`src/rtl/mba_pkg.sv`:
```
package mba_pkg;

  localparam int CHANNELS = 16;
  localparam int CIDX_W   = (CHANNELS > 1) ? $clog2(CHANNELS) : 1;

  localparam int CH_W     = 4;
  localparam int SAMPLE_W = 16;
  localparam int SUM_W    = 24;
  localparam int CNT_W    = 8;
  localparam int WORD_W   = SUM_W + CNT_W;
  localparam int ADDR_W   = 5;
  localparam int DATA_W   = 32;

  localparam logic [WORD_W-1:0] EMPTY_WORD = '1;

  typedef enum logic [2:0] {
    REG_FIRST_CHANNEL      = 3'd0,
    REG_LAST_CHANNEL       = 3'd1,
    REG_AVERAGE_COUNT      = 3'd2,
    REG_RESTART_ENABLE     = 3'd3,
    REG_UNIFORM_CONTINUOUS = 3'd4
  } reg_idx_t;

  typedef struct packed {
    logic [CH_W-1:0]  first_channel;
    logic [CH_W-1:0]  last_channel;
    logic [CNT_W-1:0] average_count;
    logic             restart_enable;
    logic             uniform_continuous;
  } cfg_t;

  // word held between the read issue and the update stage
  typedef struct packed {
    logic                valid;
    logic                hit;
    logic [CH_W-1:0]     channel;
    logic [SAMPLE_W-1:0] sample_first;
    logic [SAMPLE_W-1:0] sample_second;
    logic                first_valid;
    logic                second_valid;
  } item_t;

  typedef struct packed {
    logic              en;
    logic              bank;
    logic [CIDX_W-1:0] idx;
    logic [WORD_W-1:0] data;
  } mem_wr_t;

endpackage

```
`src/rtl/multichannel_block_averager.sv`:
```
// Channel  Handshake                 Payload
// in       in_valid / in_ready       channel, sample_first, sample_second,
//                                    first_valid, second_valid
// out      out_valid / out_ready     out_channel, running_sum, sample_count,
//                                    frame_done, done_bank, restart_scan
// cfg      psel/penable/pwrite/pready  paddr, pwdata, prdata
//
// One word per cycle unless the output stalls; words and results are registered.
// The rate is set by the single read-modify-write of one bank RAM entry per word,
// with the last write forwarded to cover back-to-back hits on one channel.
// Synchronous reset marks every accumulator empty and selects bank 0 at once.
// A stalled output holds the update stage; words out of channel range pass freely.
module multichannel_block_averager (
  input  logic                         clk,
  input  logic                         rst,
  input  logic                         psel,
  input  logic                         penable,
  input  logic                         pwrite,
  input  logic [mba_pkg::ADDR_W-1:0]   paddr,
  input  logic [mba_pkg::DATA_W-1:0]   pwdata,
  output logic [mba_pkg::DATA_W-1:0]   prdata,
  output logic                         pready,
  input  logic                         in_valid,
  output logic                         in_ready,
  input  logic [mba_pkg::CH_W-1:0]     channel,
  input  logic [mba_pkg::SAMPLE_W-1:0] sample_first,
  input  logic [mba_pkg::SAMPLE_W-1:0] sample_second,
  input  logic                         first_valid,
  input  logic                         second_valid,
  output logic                         out_valid,
  input  logic                         out_ready,
  output logic [mba_pkg::CH_W-1:0]     out_channel,
  output logic [mba_pkg::SUM_W-1:0]    running_sum,
  output logic [mba_pkg::CNT_W-1:0]    sample_count,
  output logic                         frame_done,
  output logic                         done_bank,
  output logic                         restart_scan
);

  mba_pkg::cfg_t              cfg;
  mba_pkg::item_t             s1;
  mba_pkg::mem_wr_t           mem_wr;
  logic                       advance;
  logic                       accept;
  logic                       in_range;
  logic [mba_pkg::CIDX_W-1:0] rd_idx;
  logic [mba_pkg::WORD_W-1:0] rdata0, rdata1;

  mba_cfg_regs u_cfg (
    .clk     (clk),
    .rst     (rst),
    .psel    (psel),
    .penable (penable),
    .pwrite  (pwrite),
    .paddr   (paddr),
    .pwdata  (pwdata),
    .prdata  (prdata),
    .pready  (pready),
    .cfg     (cfg)
  );

  assign in_ready = !s1.valid || advance;
  assign accept   = in_valid && in_ready;
  assign in_range = (channel >= cfg.first_channel) && (channel <= cfg.last_channel) &&
                    (32'(channel) < mba_pkg::CHANNELS);
  assign rd_idx   = mba_pkg::CIDX_W'(channel);

  always_ff @(posedge clk) begin
    if (rst) begin
      s1.valid <= 1'b0;
    end else if (accept) begin
      s1.valid         <= 1'b1;
      s1.hit           <= in_range;
      s1.channel       <= channel;
      s1.sample_first  <= sample_first;
      s1.sample_second <= sample_second;
      s1.first_valid   <= first_valid;
      s1.second_valid  <= second_valid;
    end else if (advance) begin
      s1.valid <= 1'b0;
    end
  end

  // both banks are read; the bank is picked once the previous word has settled it
  mba_bank_ram u_bank0 (
    .clk   (clk),
    .we    (mem_wr.en && !mem_wr.bank),
    .waddr (mem_wr.idx),
    .wdata (mem_wr.data),
    .re    (accept),
    .raddr (rd_idx),
    .rdata (rdata0)
  );

  mba_bank_ram u_bank1 (
    .clk   (clk),
    .we    (mem_wr.en && mem_wr.bank),
    .waddr (mem_wr.idx),
    .wdata (mem_wr.data),
    .re    (accept),
    .raddr (rd_idx),
    .rdata (rdata1)
  );

  mba_accum u_accum (
    .clk          (clk),
    .rst          (rst),
    .cfg          (cfg),
    .s1           (s1),
    .rdata0       (rdata0),
    .rdata1       (rdata1),
    .advance      (advance),
    .mem_wr       (mem_wr),
    .out_valid    (out_valid),
    .out_ready    (out_ready),
    .out_channel  (out_channel),
    .running_sum  (running_sum),
    .sample_count (sample_count),
    .frame_done   (frame_done),
    .done_bank    (done_bank),
    .restart_scan (restart_scan)
  );

endmodule

```
`src/rtl/mba_cfg_regs.sv`:
```
module mba_cfg_regs (
  input  logic                       clk,
  input  logic                       rst,
  input  logic                       psel,
  input  logic                       penable,
  input  logic                       pwrite,
  input  logic [mba_pkg::ADDR_W-1:0] paddr,
  input  logic [mba_pkg::DATA_W-1:0] pwdata,
  output logic [mba_pkg::DATA_W-1:0] prdata,
  output logic                       pready,
  output mba_pkg::cfg_t              cfg
);

  mba_pkg::reg_idx_t reg_sel;
  logic              wr_en;

  assign reg_sel = mba_pkg::reg_idx_t'(paddr[mba_pkg::ADDR_W-1:2]);
  assign wr_en   = psel && penable && pwrite;
  assign pready  = 1'b1;

  always_ff @(posedge clk) begin
    if (rst) begin
      cfg.first_channel      <= '0;
      cfg.last_channel       <= 4'd15;
      cfg.average_count      <= 8'd1;
      cfg.restart_enable     <= 1'b0;
      cfg.uniform_continuous <= 1'b0;
    end else if (wr_en) begin
      unique case (reg_sel)
        mba_pkg::REG_FIRST_CHANNEL:
          cfg.first_channel <= pwdata[mba_pkg::CH_W-1:0];
        mba_pkg::REG_LAST_CHANNEL:
          cfg.last_channel <= pwdata[mba_pkg::CH_W-1:0];
        mba_pkg::REG_AVERAGE_COUNT:
          cfg.average_count <= pwdata[mba_pkg::CNT_W-1:0];
        mba_pkg::REG_RESTART_ENABLE:
          cfg.restart_enable <= pwdata[0];
        mba_pkg::REG_UNIFORM_CONTINUOUS:
          cfg.uniform_continuous <= pwdata[0];
        default: ;
      endcase
    end
  end

  always_comb begin
    unique case (reg_sel)
      mba_pkg::REG_FIRST_CHANNEL:      prdata = mba_pkg::DATA_W'(cfg.first_channel);
      mba_pkg::REG_LAST_CHANNEL:       prdata = mba_pkg::DATA_W'(cfg.last_channel);
      mba_pkg::REG_AVERAGE_COUNT:      prdata = mba_pkg::DATA_W'(cfg.average_count);
      mba_pkg::REG_RESTART_ENABLE:     prdata = mba_pkg::DATA_W'(cfg.restart_enable);
      mba_pkg::REG_UNIFORM_CONTINUOUS: prdata = mba_pkg::DATA_W'(cfg.uniform_continuous);
      default:                         prdata = '0;
    endcase
  end

endmodule

```
`src/rtl/mba_bank_ram.sv`:
```
module mba_bank_ram (
  input  logic                       clk,
  input  logic                       we,
  input  logic [mba_pkg::CIDX_W-1:0] waddr,
  input  logic [mba_pkg::WORD_W-1:0] wdata,
  input  logic                       re,
  input  logic [mba_pkg::CIDX_W-1:0] raddr,
  output logic [mba_pkg::WORD_W-1:0] rdata
);

  logic [mba_pkg::WORD_W-1:0] mem [mba_pkg::CHANNELS];

  always_ff @(posedge clk) begin
    if (we) begin
      mem[waddr] <= wdata;
    end
    if (re) begin
      rdata <= mem[raddr];
    end
  end

endmodule

```
`src/rtl/mba_accum.sv`:
```
module mba_accum (
  input  logic                         clk,
  input  logic                         rst,
  input  mba_pkg::cfg_t                cfg,
  input  mba_pkg::item_t               s1,
  input  logic [mba_pkg::WORD_W-1:0]   rdata0,
  input  logic [mba_pkg::WORD_W-1:0]   rdata1,
  output logic                         advance,
  output mba_pkg::mem_wr_t             mem_wr,
  output logic                         out_valid,
  input  logic                         out_ready,
  output logic [mba_pkg::CH_W-1:0]     out_channel,
  output logic [mba_pkg::SUM_W-1:0]    running_sum,
  output logic [mba_pkg::CNT_W-1:0]    sample_count,
  output logic                         frame_done,
  output logic                         done_bank,
  output logic                         restart_scan
);

  logic                                write_bank;
  logic [1:0][mba_pkg::CHANNELS-1:0]   filled;

  // last write, covers the read issued on the same edge
  logic                                fwd_valid;
  logic                                fwd_bank;
  logic [mba_pkg::CIDX_W-1:0]          fwd_idx;
  logic [mba_pkg::WORD_W-1:0]          fwd_word;

  logic [mba_pkg::CIDX_W-1:0]          idx;
  logic                                fwd_hit;
  logic [mba_pkg::WORD_W-1:0]          word;
  logic                                empty;
  logic [mba_pkg::CNT_W:0]             avg9;
  logic [mba_pkg::CNT_W:0]             cnt_old;
  logic                                restart;
  logic [mba_pkg::SUM_W-1:0]           sum0, sum1, sum2;
  logic [mba_pkg::CNT_W-1:0]           cnt0, cnt1, cnt2;
  logic                                take1, take2;
  logic                                done;
  logic                                fire;

  always_comb begin
    idx     = mba_pkg::CIDX_W'(s1.channel);
    fwd_hit = fwd_valid && (fwd_bank == write_bank) && (fwd_idx == idx);
    word    = fwd_hit ? fwd_word : (write_bank ? rdata1 : rdata0);
    empty   = !filled[write_bank][idx] || (word == mba_pkg::EMPTY_WORD);
    avg9    = {1'b0, cfg.average_count};
    // count field holds count-1; an all-ones field reads as 256
    cnt_old = {1'b0, word[mba_pkg::WORD_W-1:mba_pkg::SUM_W]} + 9'd1;
    restart = empty || (cnt_old >= avg9);
    sum0    = restart ? '0 : word[mba_pkg::SUM_W-1:0];
    cnt0    = restart ? '0 : cnt_old[mba_pkg::CNT_W-1:0];

    take1   = s1.first_valid && (({1'b0, cnt0} + 9'd1) <= avg9);
    sum1    = take1 ? sum0 + mba_pkg::SUM_W'(s1.sample_first) : sum0;
    cnt1    = cnt0 + mba_pkg::CNT_W'(take1);

    take2   = s1.second_valid && (({1'b0, cnt1} + 9'd1) <= avg9);
    sum2    = take2 ? sum1 + mba_pkg::SUM_W'(s1.sample_second) : sum1;
    cnt2    = cnt1 + mba_pkg::CNT_W'(take2);

    done    = ({1'b0, cnt2} >= avg9) && (s1.channel == cfg.last_channel);
  end

  assign advance = !s1.hit || !out_valid || out_ready;
  assign fire    = s1.valid && s1.hit && advance;

  always_comb begin
    mem_wr.en   = fire;
    mem_wr.bank = write_bank;
    mem_wr.idx  = idx;
    mem_wr.data = {cnt2 - 8'd1, sum2};
  end

  always_ff @(posedge clk) begin
    if (rst) begin
      write_bank <= 1'b0;
      filled     <= '0;
      fwd_valid  <= 1'b0;
      out_valid  <= 1'b0;
    end else begin
      if (fire) begin
        filled[write_bank][idx] <= 1'b1;
        fwd_valid               <= 1'b1;
        out_valid               <= 1'b1;
        if (done) begin
          write_bank <= !write_bank;
        end
      end else if (out_ready) begin
        out_valid <= 1'b0;
      end
    end
  end

  always_ff @(posedge clk) begin
    if (fire) begin
      fwd_bank     <= write_bank;
      fwd_idx      <= idx;
      fwd_word     <= mem_wr.data;
      out_channel  <= s1.channel;
      running_sum  <= sum2;
      sample_count <= cnt2;
      frame_done   <= done;
      done_bank    <= done && write_bank;
      restart_scan <= done && cfg.restart_enable && cfg.uniform_continuous;
    end
  end

  a_bank_flip_on_done: assert property (@(posedge clk) disable iff (rst)
    (write_bank != $past(write_bank)) |-> $past(fire && done))
    else $error("write bank flipped without a completed frame");

  a_count_bounded: assert property (@(posedge clk) disable iff (rst)
    out_valid |-> (sample_count <= cfg.average_count))
    else $error("sample count above average count");

  a_done_full: assert property (@(posedge clk) disable iff (rst)
    (out_valid && frame_done) |-> (sample_count == cfg.average_count))
    else $error("frame published before the average completed");

  a_fwd_filled: assert property (@(posedge clk) disable iff (rst)
    (s1.valid && s1.hit && fwd_hit) |-> filled[write_bank][idx])
    else $error("forwarded entry not marked as written");

endmodule
```
`config.mk`:
```
export PLATFORM = sky130hd
export DESIGN_NAME = multichannel_block_averager
export DESIGN_NICKNAME = d
export VERILOG_FILES = /design/src/rtl/mba_pkg.sv /design/src/rtl/multichannel_block_averager.sv /design/src/rtl/mba_cfg_regs.sv /design/src/rtl/mba_bank_ram.sv /design/src/rtl/mba_accum.sv
export SDC_FILE = /design/constraint.sdc
export NUM_CORES = 1
export LEC_CHECK = 0
export BUFFER_PORTS_ARGS = -buffer_cell sky130_fd_sc_hd__buf_2
export CORE_MARGIN = 2
export CORE_UTILIZATION = 55
export CTS_CLUSTER_SIZE = 14
export DETAILED_ROUTE_END_ITERATION = 6
export MAX_ROUTING_LAYER = met4
export PLACE_DENSITY = 0.84
export REMOVE_ABC_BUFFERS = 1
export SLEW_MARGIN = 0
export SYNTH_ARGS = -nofsm -noshare
export SYNTH_HDL_FRONTEND = slang
export SYNTH_SLANG_ARGS = --single-unit
```
`constraint.sdc`:
```
create_clock -name clk -period 15.8 [get_ports clk]
set_clock_uncertainty 0.2 [all_clocks]
set_input_delay 4.74 -clock clk [delete_from_list [all_inputs] [get_ports clk]]
set_output_delay 4.74 -clock clk [all_outputs]
set_load 0.05 [all_outputs]
```
Word level (Yosys, flattened, before mapping)
Memory sizes are Yosys's and may differ from the RTL's. A register that Yosys moved wholly into a read port is not among the register bits.
Cells that the tools add are included.
- bits in registers: 165
- memory bits (writable): 1024
- input port bits: 82
- output and inout port bits: 74
- memories: 2
- memory list (memory ; words ; bits a word ; read ports ; clocked after memory_dff ; wr ports ; RTL line ; RTL):
    u_bank0.mem ; 16 ; 32 ; 1 ; 1 ; 1 ; mba_bank_ram.sv:11 ; logic [mba_pkg::WORD_W-1:0] mem [mba_pkg::CHANNELS];
    u_bank1.mem ; 16 ; 32 ; 1 ; 1 ; 1 ; mba_bank_ram.sv:11 ;
- add/sub/neg operators: 8
- magnitude comparators: 10
- equality and inequality tests: 8
- multiplexer cells: 23
- bitwise operators: 2
- reductions and logical operators: 38
- operators by type and width (cell ; count):
    two-way mux 24 bit ; 3
    two-way mux 32 bit ; 2
    adder 24 x 16 -> 24 bit ; 2
    two-way mux 16 bit ; 3
    one-hot mux 8 bit (5 select lines) ; 1
    equality test 32 bit (second input constant) ; 1
    bitwise OR 32 bit ; 1
    adder 8 x 1 -> 9 bit (second input constant) ; 3
    <= comparator 9 x 8 -> 1 bit ; 2
    logical AND 1 bit ; 18
    adder 8 x 1 -> 8 bit ; 2
    demux 16 bit (select 1 bit) ; 1
    AND reduction 2 bit ; 7
    two-way mux 1 bit ; 10
    >= comparator 9 x 8 -> 1 bit ; 1
    equality test 4 bit ; 2
    >= comparator 8 bit ; 1
    two-way mux 8 bit ; 1
    subtractor 8 x 1 -> 8 bit (second input constant) ; 1
    equality test 3 x 2 -> 1 bit (second input constant) ; 2
    zero test 1 bit ; 5
    logical OR 1 bit ; 5
    < comparator 4 x 5 -> 1 bit (second input constant) ; 1
    binary-select mux 1 bit (select 4 bit) ; 1
    other kinds (12) ; 13

Logic depth before layout (Yosys ltp)
- depth in word-level cells: 20
- mapped depth: 71

Cells and area by module
From an unflattened synthesis, not the netlist that was laid out.
- cells, all modules: 2828
- area total of the unflattened synthesis: 51111.5 µm²
- by module, submodules not included (module ; instances ; cells each ; area each (µm²) ; seq. area each (µm²)):
    mba_bank_ram (u_bank1) ; 1 ; 838 ; 20174.3 ; 16335.7
    mba_bank_ram (u_bank0) ; 1 ; 838 ; 20155.6 ; 16335.7
    mba_accum ; 1 ; 941 ; 8164.1 ; 2142.1
    multichannel_block_averager ; 1 ; 73 ; 1445.1 ; 1191.1
    mba_cfg_regs ; 1 ; 138 ; 1172.4 ; 360.3

Worst setup path after synthesis
No wires, ideal clock.
- path type: register -> register
- start: reg u_accum.out_channel[0] (netlist name)
- end: reg u_accum.restart_scan, data pin
- library setup time: 0.255 ns
- arrival time: 12.011 ns
- required time: 15.345 ns
- path slack: 3.333 ns
- stages on the path, launching flop included: 63
- period minus slack after synthesis: 12.467 ns
- path through: edfxtp_1 > xnor2_2 > nand4_4 > nor2_8 > clkbuf_1 > nand2_1 > o21ai_0 > ha_1 > inv_1 > a211oi_2 > xor2_1 > mux2i_2 > ha_1 > a21o_1 > a21o_1 > a2111oi_2 > nand3_1 > buf_2 > (+27 left out) > a21oi_1 > nor2b_1 > nand2_2 > inv_2 > buf_2 > ha_1 > inv_1 > ha_1 > nand2b_1 > a21o_1 > a21o_1 > a21o_1 > a21o_1 > a21o_1 > a21o_1 > a21oi_1 > nor2_1 > and3_1
- RTL lines (item ; RTL line ; RTL):
    end signal: assignment ; mba_accum.sv:105 ; restart_scan <= done && cfg.restart_enable && cfg.uniform_continuous;
    end: declaration ; mba_accum.sv:17 ; output logic restart_scan

Worst setup path after layout
- start: reg s1[34] (netlist name)
- end: reg u_accum.restart_scan, data pin
- cells in the longest elaborated chain, start to end: 19
- RTL lines (item ; RTL line ; RTL):
    equality test 4 bit ; mba_accum.sv:44 ; fwd_hit = fwd_valid && (fwd_bank == write_bank) && (fwd_idx == idx);
    logical AND 1 bit ; mba_accum.sv:44 ;
    two-way mux 32 bit ; mba_accum.sv:45 ; word = fwd_hit ? fwd_word : (write_bank ? rdata1 : rdata0);
    adder 8 x 1 -> 9 bit or equality test 32 bit (tied branches) ; mba_accum.sv:49, mba_accum.sv:46 ;
    >= comparator 9 x 8 -> 1 bit or logical OR 1 bit (tied branches) ; mba_accum.sv:50, mba_accum.sv:46 ;
    logical OR 1 bit ; mba_accum.sv:50 ; restart = empty || (cnt_old >= avg9);
    two-way mux 8 bit * ; mba_accum.sv:52 ; cnt0 = restart ? '0 : cnt_old[mba_pkg::CNT_W-1:0];
    adder 8 x 1 -> 9 bit ; mba_accum.sv:54 ; take1 = s1.first_valid && (({1'b0, cnt0} + 9'd1) <= avg9);
    (+4 left out) ; - ;
    <= comparator 9 x 8 -> 1 bit ; mba_accum.sv:58 ; take2 = s1.second_valid && (({1'b0, cnt1} + 9'd1) <= avg9);
    logical AND 1 bit ; mba_accum.sv:58 ;
    adder 8 x 1 -> 8 bit * ; mba_accum.sv:60 ; cnt2 = cnt1 + mba_pkg::CNT_W'(take2);
    via u_accum.cnt2, one bit ; mba_accum.sv:37 ; logic [mba_pkg::CNT_W-1:0] cnt0, cnt1, cnt2;
    >= comparator 8 bit * ; mba_accum.sv:62 ; done = ({1'b0, cnt2} >= avg9) && (s1.channel == cfg.last_channel);
    logical AND 1 bit * ; mba_accum.sv:62 ;
    via u_accum.done ; mba_accum.sv:39 ; logic done;
    logical AND 1 bit * (2 in series) ; mba_accum.sv:105 ;
The timed path passes the listed nets; every way through them passes the cells marked *. The select of a mux whose other input is x is not followed.
A chain may end at the register's enable or synchronous reset.

==> impl_metrics.ini <==
[synth]
yosysTopAreaCell = edfxtp_1
yosysSeqAreaShare = 0.718
yosysWarnings = 0
synth_seq_cells = 1229
synthTopCellsByArea = edfxtp_1, mux4_2, dfxtp_1
synth_area_per_cell_sq_um = 19.5
synthFlopType = edfxtp_1
netlist_instances = 2598
async_flop_share = 0
synth_top_area_share = 0.696
synth_edf_count = 1175
synth_area_sq_um = 50700
ys_types = 87

[timing]
slew_violations = 0
setup_viol = 0
rsz0062_at_grt = no
tns_ps = 0
hold_violations = 0
fmax_mhz = 71.2
relSlewSlack = 0.112
min_period_ps = 14040
tightest_slew_ps = 1330
finalCritPeriodShare = 0.889
hold_slack_ps = 271

[finish]
post-route-cell-area_sq_um = 56600
drive_gt1_frac = 0.269
areaGrowthSynthToFinish_pct = 11.8
num-nets-final = 2893
final_util = 0.619

[worst_setup_path]
cp-end-kind = register
required_ps = 16070
path_depth = 59
worst-path-buf-inv = 3
crit_path_max_fanout = 26
cp_common_cell = ha_1
r2r_cells = 59
slowest_delay_ps = 770
cp_top_family = compound AO/OA/AOI/OAI gates
cp_slowest_cell = inv_2
arrival_ps = 14310
start_kind = register
path_class = register to register

[clocking]
cts_buffers = 114
cts_tree = yes
clock_latency_ps = 740
hold_buffers = 0
root_buffer = clkbuf_16
cts_buffer_depth = 3
cts_sinks = 1229
htree_levels = 3
cts.clk_slew.worst_paths_ps = 70
cts_resized = 0
post-cts-setup-buffers = 0

[global_routing]
gr-total-overflow = 0
grt_pass1_vias = 27881
grt_pass1_wl_mm = 193
grt_max_degree = 154
antenna_found_initial = 1
grt_use_total = 0.296

[worst_hold_path]
hp-class = register to register
hold_depth = 1

[placement]
io_buffers = 104
dpl.hpwl_mm = 69.7
post_dp_cell_area_sq_um = 52800
routabilityCongestion = 0.921

[floorplanning]
rows = 111
die_w_um = 308
ios = 156
start_util = 0.554
die_h_um = 308
core_sq_um = 91500
die_area_sq_um = 94600

[drt]
first_iter_violations = 3730
dr.pass1.iters = 7
drtAntennaViolNets = 0
drt_wl_total_mm = 135
drc = 0
vias = 27477
wl_per_cell_um = 33.6
vias_per_cell = 6.85

[power_and_ir_drop]
powerDensity_nw_per_um2 = 141
vdd_drop_max_uv = 131
total_power_uw = 7990
p_leak_uw = 0.0185

[outcome]
outcome = finished, final reports clean

[job]
cap_viol_max_count = 0
[flip-flops by register name, indices dropped and copies added (netlist names), 4 cells and up]
| signal | flops |
|---|---|
| u_accum.out_channel | 4 |
| u_bank1.rdata | 32 |
| u_accum.sample_count | 8 |
| s1 | 40 |
| u_cfg.cfg | 18 |
| u_accum.fwd_word | 32 |
| u_bank1.mem | 512 |
| u_bank0.rdata | 32 |
| u_accum.filled | 32 |
| u_bank0.mem | 512 |
[final timing paths]
kind,startpoint,end,slack (ps)
hold / removal,u_accum.filled[30],u_accum.filled[30],270
hold reg to reg,u_accum.filled[30],u_accum.filled[30],270
setup / recovery,s1[34],u_accum.restart_scan,1760
setup reg to reg,s1[34],u_accum.restart_scan,1760
[worst register-to-register path, delay by kind of cell, from the launching register on]
family,cells,cell delay [ps]
flops,1,580
xor+xnor,3,590
mux,1,460
simple gates,17,3020
buf+inv,3,960
fa+ha+maj,9,2870
compound gates,26,5110
[cells in the final DEF (no fill, tap or decap), types with 8 or more instances in the layout]
cell / instances
nand3_1: 34
buf_2: 100
a21oi_1: 69
inv_1: 33
mux2i_1: 59
clkbuf_16: 114
a21o_1: 24
ha_1: 80
and2_1: 17
conb_1: 25
nand4_1: 10
o21ai_0: 16
nor2_4: 33
o21bai_1: 8
xor2_1: 25
xnor2_2: 10
o21a_1: 14
mux4_2: 323
a211oi_1: 19
dfxtp_1: 53
nor2_1: 146
clkinv_1: 29
edfxtp_1: 1175
clkinv_2: 12
nor2b_1: 12
and3_1: 10
buf_4: 53
clkbuf_1: 23
nor3_1: 18
bufinv_16: 12
mux2_2: 20
nand2_1: 46
xnor2_1: 42
nand2b_1: 13
a22oi_1: 8
[layer usage]
layer | vias up | part of all wire | GRT usage
li1 | 10741 | - | -
met1 | 14070 | 0.34 | 0.369
met2 | 2173 | 0.49 | 0.463
met3 | 493 | 0.11 | 0.0657
met4 | 0 | 0.056 | 0.147
met5 | - | 0 | -
[Yosys cell counts (all sizes together) (19+ instances only)]
| cell type | number |
|---|---|
| inv | 35 |
| dfxtp | 54 |
| nor3 | 20 |
| a21oi | 78 |
| clkbuf | 62 |
| a211oi | 21 |
| nor2 | 182 |
| xnor2 | 56 |
| ha | 80 |
| edfxtp | 1175 |
| mux2i | 63 |
| mux4 | 323 |
| a21o | 24 |
| buf | 103 |
| nand3 | 35 |
| and2 | 19 |
| mux2 | 23 |
| nand2 | 50 |
| xor2 | 29 |
[cells by family (layout without fill, tap and decap cells)]
logic type,Yosys count,count (layout),synth area share
flip-flops,1229,1229,0.718
multiplexers,409,409,0.161
AND/OR/NAND/NOR,379,379,0.0370
AO/OA/AOI/OAI,210,210,0.0278
buffers and inverters,201,401,0.0198
XOR/XNOR,86,86,0.0157
adder cells (fa/ha/maj),82,82,0.0205
other,2,27,0.000148
[per-stage QoR]
step	setup WS, ps	instances
after floorplan	1970	2456
after global placement	2190	3799
after detailed placement	2110	3799
after CTS	2010	4007
after global routing	844	4007
final	1760	4009
[area by class of cell]
| class | count | area (sq um) |
|---|---|---|
| Tap cell | 1186 | 1480 |
| Fill cell | 5862 | 34900 |
| Multi-Input combinational cell | 1191 | 13900 |
| Clock inverter | 66 | 743 |
| Timing Repair Buffer | 157 | 968 |
| Antenna cell | 2 | 5.00 |
| Inverter | 36 | 135 |
| Clock buffer | 142 | 3000 |
| Sequential cell | 1229 | 36400 |
[report_power, final]
part	switching [uW]	internal (uW)
Clock	1220	1550
Combinational	820	290
Sequential	29.7	4080
Total	2070	5920
(Power assumes the default switching activity.)
